## config.mk

```make
export PLATFORM = sky130hd
export DESIGN_NAME = lud_fpu
export DESIGN_NICKNAME = d
export VERILOG_FILES = /design/src/rtl/lud_pkg.sv /design/src/rtl/lud_fpu.sv
export SDC_FILE = /design/constraint.sdc
export NUM_CORES = 2
export LEC_CHECK = 0
export BUFFER_PORTS_ARGS = -buffer_cell sky130_fd_sc_hd__buf_2
export CORE_MARGIN = 3
export CORE_UTILIZATION = 37
export CTS_CLUSTER_DIAMETER = 200
export DETAILED_ROUTE_END_ITERATION = 6
export MAX_ROUTING_LAYER = met4
export SLEW_MARGIN = 10
export SYNTH_ARGS = -nofsm -noshare
export SYNTH_HDL_FRONTEND = slang
export SYNTH_SLANG_ARGS = --single-unit
```

## constraint.sdc

```tcl
create_clock -name clk -period 24.7 [get_ports clk]
set_clock_uncertainty 0.05 [all_clocks]
set_input_delay 2.47 -clock clk [delete_from_list [all_inputs] [get_ports clk]]
set_output_delay 2.47 -clock clk [all_outputs]
set_load 0.03 [all_outputs]
```

## src/rtl/lud_pkg.sv

```systemverilog
// Shared types, constants and helpers for the LU determinant block.
`timescale 1ns / 1ps

package lud_pkg;

    // Floating-point unit operation codes
    typedef enum logic [1:0] {
        FP_MUL,
        FP_SUB,
        FP_DIV
    } fp_op_t;

    // Request into the shared floating-point unit
    typedef struct packed {
        logic        start;
        fp_op_t      op;
        logic [31:0] a;
        logic [31:0] b;
    } fpu_req_t;

    // Status and result out of the shared floating-point unit
    typedef struct packed {
        logic        idle;
        logic        done;
        logic [31:0] result;
    } fpu_rsp_t;

    localparam logic [31:0] CANON_NAN = 32'h7FC0_0000;
    localparam logic [7:0]  EXP_ALL_ONES = 8'hFF;

    // Configuration register map (register index is paddr[2])
    localparam int          CFG_ADDR_W = 3;
    localparam logic        REG_MATRIX_SIZE = 1'b0;
    localparam logic [3:0]  MATRIX_SIZE_RESET = 4'd2;

    function automatic logic fp_is_nan(input logic [31:0] x);
        return (x[30:23] == EXP_ALL_ONES) && (x[22:0] != 23'd0);
    endfunction

endpackage

```

## src/rtl/lud_fpu.sv

```systemverilog
// Shared single-precision multiply / subtract / divide unit, round to nearest even.
`timescale 1ns / 1ps

module lud_fpu
(
    input  logic              clk,
    input  logic              rst_n,
    input  lud_pkg::fpu_req_t req,
    output lud_pkg::fpu_rsp_t rsp
);

    // Working mantissa: bit 48 is the units bit, bit 49 catches a carry
    localparam int XW = 50;

    typedef enum logic [1:0] {
        F_IDLE,
        F_DIV,
        F_NORM,
        F_RND
    } fstate_t;

    fstate_t            state_reg, state_next;
    logic               done_reg, done_next;
    logic [31:0]        res_reg, res_next;

    logic [XW-1:0]      x_reg, x_next;
    logic signed [11:0] e_reg, e_next;
    logic               s_reg, s_next;
    logic [25:0]        q_reg, q_next;
    logic [25:0]        rem_reg, rem_next;
    logic [23:0]        dvs_reg, dvs_next;
    logic [4:0]         cnt_reg, cnt_next;

    function automatic logic [5:0] lzc50(input logic [XW-1:0] x);
        logic [5:0] n;
        logic       found;
        n = 6'd50;
        found = 1'b0;
        for (int b = XW - 1; b >= 0; b--) begin
            if (!found && x[b]) begin
                n = 6'(XW - 1 - b);
                found = 1'b1;
            end
        end
        return n;
    endfunction

    function automatic logic [4:0] lzc24(input logic [23:0] x);
        logic [4:0] n;
        logic       found;
        n = 5'd24;
        found = 1'b0;
        for (int b = 23; b >= 0; b--) begin
            if (!found && x[b]) begin
                n = 5'(23 - b);
                found = 1'b1;
            end
        end
        return n;
    endfunction

    // Right shift that folds every lost bit into bit 0
    function automatic logic [XW-1:0] shr_sticky(input logic [XW-1:0] x, input logic [7:0] amt);
        logic [XW-1:0] mask;
        mask = ~({XW{1'b1}} << amt);
        return (x >> amt) | {{(XW-1){1'b0}}, |(x & mask)};
    endfunction

    // Operand unpacking
    logic [7:0]         ea, eb, ea_eff, eb_eff;
    logic [23:0]        sig_a, sig_b;
    logic               a_nan, b_nan, a_inf, b_inf, a_zero, b_zero;
    logic               sb_eff, sx;
    logic               spec;
    logic [31:0]        spec_res;

    // Subtract path
    logic               a_big, eff_sub, s_big;
    logic [23:0]        sig_big, sig_small;
    logic [7:0]         e_big, e_small, e_diff;
    logic [XW-1:0]      xb, xs, sum;

    // Divide path
    logic [4:0]         lza, lzb;
    logic [23:0]        na, nb;
    logic               q_ge;
    logic [25:0]        q_diff;

    // Multiply path
    logic [47:0]        prod;

    // Normalize
    logic [5:0]         lz;
    logic signed [11:0] sh, e_try, sh_f, e_f, neg_sh;
    logic [7:0]         rs;
    logic [XW-1:0]      y_norm;

    // Round
    logic [23:0]        mant, mant_r;
    logic               g_bit, st_bit, inc;
    logic [24:0]        m25;
    logic signed [11:0] e_r;
    logic [31:0]        rnd_res;

    always_comb
    begin
        ea = req.a[30:23];
        eb = req.b[30:23];
        ea_eff = (ea == 8'd0) ? 8'd1 : ea;
        eb_eff = (eb == 8'd0) ? 8'd1 : eb;
        sig_a = {ea != 8'd0, req.a[22:0]};
        sig_b = {eb != 8'd0, req.b[22:0]};
        a_nan = lud_pkg::fp_is_nan(req.a);
        b_nan = lud_pkg::fp_is_nan(req.b);
        a_inf = (ea == lud_pkg::EXP_ALL_ONES) && (req.a[22:0] == 23'd0);
        b_inf = (eb == lud_pkg::EXP_ALL_ONES) && (req.b[22:0] == 23'd0);
        a_zero = (req.a[30:0] == 31'd0);
        b_zero = (req.b[30:0] == 31'd0);
        sb_eff = (req.op == lud_pkg::FP_SUB) ? ~req.b[31] : req.b[31];
        sx = req.a[31] ^ req.b[31];

        // NaN and infinity operands, and zero operands of a multiply or divide, bypass the datapath
        spec = 1'b0;
        spec_res = lud_pkg::CANON_NAN;
        case (req.op)
            lud_pkg::FP_MUL:
            begin
                if (a_nan || b_nan || (a_inf && b_zero) || (a_zero && b_inf)) begin
                    spec = 1'b1;
                end else if (a_inf || b_inf) begin
                    spec = 1'b1;
                    spec_res = {sx, lud_pkg::EXP_ALL_ONES, 23'd0};
                end else if (a_zero || b_zero) begin
                    spec = 1'b1;
                    spec_res = {sx, 31'd0};
                end
            end
            lud_pkg::FP_SUB:
            begin
                if (a_nan || b_nan || (a_inf && b_inf && (req.a[31] != sb_eff))) begin
                    spec = 1'b1;
                end else if (a_inf) begin
                    spec = 1'b1;
                    spec_res = {req.a[31], lud_pkg::EXP_ALL_ONES, 23'd0};
                end else if (b_inf) begin
                    spec = 1'b1;
                    spec_res = {sb_eff, lud_pkg::EXP_ALL_ONES, 23'd0};
                end
            end
            lud_pkg::FP_DIV:
            begin
                if (a_nan || b_nan || (a_inf && b_inf) || (a_zero && b_zero)) begin
                    spec = 1'b1;
                end else if (a_inf || b_zero) begin
                    spec = 1'b1;
                    spec_res = {sx, lud_pkg::EXP_ALL_ONES, 23'd0};
                end else if (a_zero || b_inf) begin
                    spec = 1'b1;
                    spec_res = {sx, 31'd0};
                end
            end
            default:
            begin
                spec = 1'b1;
            end
        endcase

        // Multiply
        prod = sig_a * sig_b;

        // Align and add/subtract magnitudes
        a_big = (req.a[30:0] >= req.b[30:0]);
        sig_big = a_big ? sig_a : sig_b;
        sig_small = a_big ? sig_b : sig_a;
        e_big = a_big ? ea_eff : eb_eff;
        e_small = a_big ? eb_eff : ea_eff;
        s_big = a_big ? req.a[31] : sb_eff;
        e_diff = e_big - e_small;
        eff_sub = req.a[31] ^ sb_eff;
        xb = {1'b0, sig_big, 25'd0};
        xs = shr_sticky({1'b0, sig_small, 25'd0}, e_diff);
        sum = eff_sub ? (xb - xs) : (xb + xs);

        // Divider operand pre-normalization
        lza = lzc24(sig_a);
        lzb = lzc24(sig_b);
        na = sig_a << lza;
        nb = sig_b << lzb;

        // One restoring quotient bit
        q_ge = (rem_reg >= {2'b00, dvs_reg});
        q_diff = q_ge ? (rem_reg - {2'b00, dvs_reg}) : rem_reg;

        // Normalize, clamped at the subnormal boundary
        lz = lzc50(x_reg);
        sh = x_reg[XW-1] ? -12'sd1 : ($signed({6'd0, lz}) - 12'sd1);
        e_try = e_reg - sh;
        sh_f = (e_try < 12'sd1) ? (e_reg - 12'sd1) : sh;
        e_f = e_reg - sh_f;
        neg_sh = -sh_f;
        rs = (neg_sh > 12'sd255) ? 8'd255 : neg_sh[7:0];
        y_norm = (sh_f >= 12'sd0) ? (x_reg << sh_f[5:0]) : shr_sticky(x_reg, rs);

        // Round to nearest even and pack
        mant = x_reg[48:25];
        g_bit = x_reg[24];
        st_bit = |x_reg[23:0];
        inc = g_bit & (st_bit | mant[0]);
        m25 = {1'b0, mant} + {24'd0, inc};
        e_r = e_reg + $signed({11'd0, m25[24]});
        mant_r = m25[24] ? m25[24:1] : m25[23:0];
        if (x_reg == '0) begin
            rnd_res = {s_reg, 31'd0};
        end else if (e_r >= 12'sd255) begin
            rnd_res = {s_reg, lud_pkg::EXP_ALL_ONES, 23'd0};
        end else begin
            rnd_res = {s_reg, (mant_r[23] ? e_r[7:0] : 8'd0), mant_r[22:0]};
        end
    end

    // Sequencing
    always_comb
    begin
        state_next = state_reg;
        done_next = 1'b0;
        res_next = res_reg;
        x_next = x_reg;
        e_next = e_reg;
        s_next = s_reg;
        q_next = q_reg;
        rem_next = rem_reg;
        dvs_next = dvs_reg;
        cnt_next = cnt_reg;
        case (state_reg)
            F_IDLE:
            begin
                if (req.start) begin
                    if (spec) begin
                        res_next = spec_res;
                        done_next = 1'b1;
                    end else begin
                        case (req.op)
                            lud_pkg::FP_MUL:
                            begin
                                x_next = {prod, 2'b00};
                                e_next = $signed({4'd0, ea_eff}) + $signed({4'd0, eb_eff})
                                         - 12'sd127;
                                s_next = sx;
                                state_next = F_NORM;
                            end
                            lud_pkg::FP_SUB:
                            begin
                                x_next = sum;
                                e_next = $signed({4'd0, e_big});
                                s_next = (sum == '0) ? (req.a[31] & sb_eff) : s_big;
                                state_next = F_NORM;
                            end
                            default:
                            begin
                                rem_next = {2'b00, na};
                                dvs_next = nb;
                                q_next = '0;
                                cnt_next = 5'd25;
                                e_next = ($signed({4'd0, ea_eff}) - $signed({7'd0, lza}))
                                         - ($signed({4'd0, eb_eff}) - $signed({7'd0, lzb}))
                                         + 12'sd127;
                                s_next = sx;
                                state_next = F_DIV;
                            end
                        endcase
                    end
                end
            end
            F_DIV:
            begin
                q_next = {q_reg[24:0], q_ge};
                rem_next = {q_diff[24:0], 1'b0};
                cnt_next = cnt_reg - 5'd1;
                if (cnt_reg == 5'd0) begin
                    x_next = {1'b0, q_reg[24:0], q_ge, 22'd0, q_diff != 26'd0};
                    state_next = F_NORM;
                end
            end
            F_NORM:
            begin
                x_next = y_norm;
                e_next = e_f;
                state_next = F_RND;
            end
            F_RND:
            begin
                res_next = rnd_res;
                done_next = 1'b1;
                state_next = F_IDLE;
            end
            default:
            begin
                state_next = F_IDLE;
            end
        endcase
    end

    // Control state and registered outputs
    always_ff @(posedge clk or negedge rst_n)
    begin
        if (!rst_n) begin
            state_reg <= F_IDLE;
            done_reg <= 1'b0;
            res_reg <= '0;
        end else begin
            state_reg <= state_next;
            done_reg <= done_next;
            res_reg <= res_next;
        end
    end

    // Datapath registers
    always_ff @(posedge clk)
    begin
        x_reg <= x_next;
        e_reg <= e_next;
        s_reg <= s_next;
        q_reg <= q_next;
        rem_reg <= rem_next;
        dvs_reg <= dvs_next;
        cnt_reg <= cnt_next;
    end

    assign rsp.idle = (state_reg == F_IDLE);
    assign rsp.done = done_reg;
    assign rsp.result = res_reg;

endmodule

```

==> impl_metrics.prom <==
# TYPE chip_impl_metric gauge
chip_impl_metric{name="synthesis.instances",unit=""} 6538
chip_impl_info{name="path_class",value="in -> reg"} 1
chip_impl_info{name="synth_area_leader_cell",value="sky130_fd_sc_hd__fa_1"} 1
chip_impl_metric{name="post_cts.resized_instances",unit=""} 0
chip_impl_metric{name="htreeDepth",unit=""} 4
chip_impl_metric{name="via_per_inst",unit=""} 6.157
chip_impl_info{name="cts.root.buffer_cell",value="sky130_fd_sc_hd__clkbuf_16"} 1
chip_impl_metric{name="groute.usage.overall",unit="%"} 32.84
chip_impl_info{name="layout.cells.most_common_list",value="sky130_fd_sc_hd__nand2_1 (857), sky130_fd_sc_hd__inv_1 (722), sky130_fd_sc_hd__nor2_1 (601)"} 1
chip_impl_metric{name="io-pin-count",unit=""} 103
chip_impl_metric{name="cpPeakStageDelay",unit="ns"} 0.76
chip_impl_info{name="rsz_0062_raised_after_global_routing",value="false"} 1
chip_impl_metric{name="cts-hold-fix-buffers",unit=""} 0
chip_impl_metric{name="final_hold_viol_count",unit=""} 0
chip_impl_metric{name="drive_above_1_share",unit="%"} 7.487
chip_impl_info{name="status",value="finished with violations"} 1
chip_impl_metric{name="placement_rows",unit=""} 134
chip_impl_metric{name="timing.final.setup_violations",unit=""} 0
chip_impl_metric{name="wl",unit="mm"} 228.6
chip_impl_metric{name="coreArea",unit="um^2"} 134300
chip_impl_metric{name="detail_route.iter0.violations",unit=""} 5680
chip_impl_metric{name="cts.reportedPaths.clkPinSlew",unit="ns"} 0.08
chip_impl_metric{name="largest_reg_flops",unit=""} 50
chip_impl_metric{name="r2r.worst_path.cells",unit=""} 32
chip_impl_metric{name="worst-path-buf-inv",unit=""} 6
chip_impl_metric{name="synth-edff-count",unit=""} 143
chip_impl_info{name="violations",value="DRC"} 1
chip_impl_metric{name="syn_area",unit="um^2"} 50290
chip_impl_metric{name="post-cts-setup-buffers",unit=""} 0
chip_impl_metric{name="worst_hold_path.num_cells",unit=""} 2
chip_impl_metric{name="routed_wire_length_per_instance",unit="um"} 28.03
chip_impl_metric{name="gp_congestion",unit=""} 1.050
chip_impl_metric{name="async_set_reset_flop_share_out_of_synthesis",unit="%"} 19.66
chip_impl_metric{name="ys_warn_count",unit=""} 0
chip_impl_metric{name="number_of_port_buffers",unit=""} 102
chip_impl_metric{name="grt_start_max_net_pins",unit=""} 75
chip_impl_metric{name="numClockSinks",unit=""} 178
chip_impl_metric{name="finalMaxSlewViolations",unit=""} 0
chip_impl_metric{name="max-cap-violations",unit=""} 0
chip_impl_metric{name="fmaxAchievable",unit="GHz"} 0.06764
chip_impl_metric{name="drt-pass1-iter-count",unit=""} 7
chip_impl_metric{name="first_global_vias",unit=""} 48925
chip_impl_metric{name="worst-endpoint-required",unit="ns"} 24.90
chip_impl_metric{name="total_die_area",unit="um^2"} 140400
chip_impl_metric{name="grt_antenna_before_repair",unit=""} 12
chip_impl_metric{name="layout_min_cycle_time",unit="ns"} 14.78
chip_impl_metric{name="critPathMaxFanout",unit=""} 57
chip_impl_info{name="biggest_area_contributors_in_the_synthesized_netlist",value="sky130_fd_sc_hd__fa_1 (20%), sky130_fd_sc_hd__ha_1 (9.6%), sky130_fd_sc_hd__edfxtp_1 (8.5%)"} 1
chip_impl_info{name="holdCritPathClass",value="reg -> reg"} 1
chip_impl_info{name="mostFrequentLayoutCell",value="sky130_fd_sc_hd__nand2_1"} 1
chip_impl_info{name="end_kind",value="register"} 1
chip_impl_metric{name="final_core_utilization",unit="%"} 39.61
chip_impl_info{name="ys_dominant_reg_cell",value="sky130_fd_sc_hd__edfxtp_1"} 1
chip_impl_metric{name="die_width",unit="um"} 374.7
chip_impl_metric{name="clkLatencyLatePin",unit="ns"} 0.52
chip_impl_metric{name="finalNetCount",unit=""} 7302
chip_impl_metric{name="clock_tree.buffer_depth",unit=""} 2
chip_impl_metric{name="detailedPlacementHpwl",unit="mm"} 174.6
chip_impl_metric{name="reg2reg_setup_slack",unit="ns"} 13.01
chip_impl_metric{name="post-route-period-util",unit="%"} 59.86
chip_impl_metric{name="yosysTopAreaCellShare",unit="%"} 19.54
chip_impl_info{name="slowest_stage",value="sky130_fd_sc_hd__clkinv_1"} 1
chip_impl_metric{name="starting_utilization_of_the_core_area",unit="%"} 37.45
chip_impl_metric{name="synth_fp_nets",unit=""} 7482
chip_impl_metric{name="flow.area_growth_from_synthesis",unit="%"} 5.774
chip_impl_metric{name="fillerInstances",unit=""} 13885
chip_impl_info{name="critical_path.reg2reg.endpoint",value="x_reg[0]"} 1
chip_impl_metric{name="worstPathArrival",unit="ns"} 14.98
chip_impl_metric{name="dr_total_vias",unit=""} 50197
chip_impl_info{name="timing.critical_path.max_delay_family",value="compound AO/OA/AOI/OAI gates"} 1
chip_impl_metric{name="netlist-cell-type-count",unit=""} 112
chip_impl_metric{name="tritoncts_buffer_count",unit=""} 17
chip_impl_metric{name="antenna_left",unit=""} 0
chip_impl_info{name="setup.worst_path.start_class",value="primary input"} 1
chip_impl_metric{name="grt_first_pass_wirelength",unit="mm"} 335.3
chip_impl_metric{name="synth-seq-cells",unit=""} 178
chip_impl_info{name="whs_endpoint",value="res_reg[0]"} 1
chip_impl_metric{name="die_y",unit="um"} 374.7
chip_impl_metric{name="sequential_element_share_of_the_synthesized_area",unit="%"} 10.28
chip_impl_metric{name="grt-ovfl-total",unit=""} 0
chip_impl_metric{name="timing.slew.headroom",unit="%"} 11.21
chip_impl_info{name="critical_path.reg2reg.startpoint",value="x_reg[39]"} 1
chip_impl_info{name="timing.hold.worst.start",value="res_reg[0]"} 1
chip_impl_metric{name="tightestPinTransition",unit="ns"} 1.318
chip_impl_metric{name="avgSynthCellArea",unit="um^2"} 7.693
chip_impl_metric{name="post-route-drc-count",unit=""} 1
chip_impl_metric{name="totalNegativeSetupSlack",unit="ns"} 0
chip_impl_info{name="clock_tree_from_tritoncts",value="built"} 1
[logic make-up (layout without fill, tap and decap cells)]
kind of cell | count (synthesis) | count (layout) | share of synthesized area, %
XOR/XNOR | 191 | 191 | 3.371
AND/OR/NAND/NOR | 2267 | 2267 | 20.80
flip-flops | 178 | 178 | 10.28
adder cells (fa/ha/maj) | 878 | 878 | 29.16
multiplexers | 393 | 393 | 8.794
buffers and inverters | 1199 | 1032 | 9.254
other | 0 | 14 | 0
AO/OA/AOI/OAI | 1432 | 1432 | 18.35
[worst register-to-register path, delay by kind of cell, from the launching register on]
family / cells / cell delay (ns)
compound gates: 13 / 3.09
xor+xnor: 1 / 0.38
fa+ha+maj: 3 / 1.30
buf+inv: 3 / 1.37
flops: 1 / 0.74
mux: 1 / 0.58
simple gates: 11 / 3.91
[worst max path at each step]
| stage | startpoint | to | slack [ns] | cells past startpoint |
|---|---|---|---|---|
| after floorplan | req[5] | s_reg | 12.23 | 49 |
| final | req[6] | s_reg | 9.92 | 45 |
| after CTS | req[6] | s_reg | 10.21 | 45 |
| after global routing | req[6] | s_reg | 9.05 | 45 |
| after global placement | req[6] | s_reg | 9.64 | 45 |
| after detailed placement | req[6] | s_reg | 9.67 | 45 |
[per-layer routing]
metal	vias to the layer above	share of wire (%)	GRT usage (%)
met1	24769	41	42.26
met2	2675	44	49.59
met4	0	6.6	17.48
met3	636	8.5	5.220
met5	-	0	-
li1	22117	-	-
[per-stage QoR]
step                      area, um^2  cells  hold slack (ns)  setup slack, ns
final                          53200   8153           0.4244            9.916
after global routing           53190   8149           0.4564            9.046
after CTS                      53160   8139           0.4320            10.21
after detailed placement       52540   8107           0.4134            9.672
after global placement         52540   8107           0.4070            9.644
after floorplan                50290   6538           0.4498            12.23
[synth_stat cells (13+ instances only)]
| library cell | number |
|---|---|
| sky130_fd_sc_hd__a22oi_1 | 14 |
| sky130_fd_sc_hd__o21ai_0 | 348 |
| sky130_fd_sc_hd__a221oi_1 | 32 |
| sky130_fd_sc_hd__a311oi_1 | 13 |
| sky130_fd_sc_hd__a31oi_1 | 53 |
| sky130_fd_sc_hd__nand2b_1 | 41 |
| sky130_fd_sc_hd__o211ai_1 | 40 |
| sky130_fd_sc_hd__fa_1 | 491 |
| sky130_fd_sc_hd__a211o_1 | 21 |
| sky130_fd_sc_hd__mux4_2 | 32 |
| sky130_fd_sc_hd__buf_1 | 53 |
| sky130_fd_sc_hd__a21boi_0 | 15 |
| sky130_fd_sc_hd__a21oi_1 | 400 |
| sky130_fd_sc_hd__inv_1 | 723 |
| sky130_fd_sc_hd__mux2i_1 | 299 |
| sky130_fd_sc_hd__dfrtp_1 | 35 |
| sky130_fd_sc_hd__o2111ai_1 | 15 |
| sky130_fd_sc_hd__o31ai_1 | 45 |
| sky130_fd_sc_hd__a2111oi_0 | 14 |
| sky130_fd_sc_hd__xor2_1 | 51 |
| sky130_fd_sc_hd__o221ai_1 | 35 |
| sky130_fd_sc_hd__nand4_1 | 68 |
| sky130_fd_sc_hd__nor2b_1 | 32 |
| sky130_fd_sc_hd__o21a_1 | 23 |
| sky130_fd_sc_hd__nor2_1 | 605 |
| sky130_fd_sc_hd__buf_2 | 40 |
| sky130_fd_sc_hd__edfxtp_1 | 143 |
| sky130_fd_sc_hd__clkinv_1 | 15 |
| sky130_fd_sc_hd__xnor2_1 | 138 |
| sky130_fd_sc_hd__nor3_1 | 161 |
| sky130_fd_sc_hd__or3_1 | 30 |
| sky130_fd_sc_hd__and2_1 | 173 |
| sky130_fd_sc_hd__mux2_2 | 61 |
| sky130_fd_sc_hd__a21o_1 | 53 |
| sky130_fd_sc_hd__and3_1 | 31 |
| sky130_fd_sc_hd__ha_1 | 384 |
| sky130_fd_sc_hd__o22ai_1 | 37 |
| sky130_fd_sc_hd__nand2_1 | 857 |
| sky130_fd_sc_hd__o21ai_1 | 13 |
| sky130_fd_sc_hd__o21bai_1 | 37 |
| sky130_fd_sc_hd__nor4_1 | 58 |
| sky130_fd_sc_hd__clkbuf_1 | 344 |
| sky130_fd_sc_hd__nand3_1 | 121 |
| sky130_fd_sc_hd__a211oi_1 | 81 |
| sky130_fd_sc_hd__or4_1 | 18 |
[layout make-up]
class | instances | area (um^2) | area share (%)
multi-input combinational | 5161 | 40690 | 76.48
sequential | 178 | 5170 | 9.718
inverter | 742 | 2786 | 5.238
tap | 1768 | 2212 | 4.158
timing repair buffer | 258 | 1682 | 3.161
clock buffer | 17 | 425.4 | 0.7997
clock inverter | 15 | 201.4 | 0.3787
antenna | 14 | 35.03 | 0.06585
Power is not shown: default switching activity piles up to over one toggle a cycle in this logic, so the estimate is an artifact.
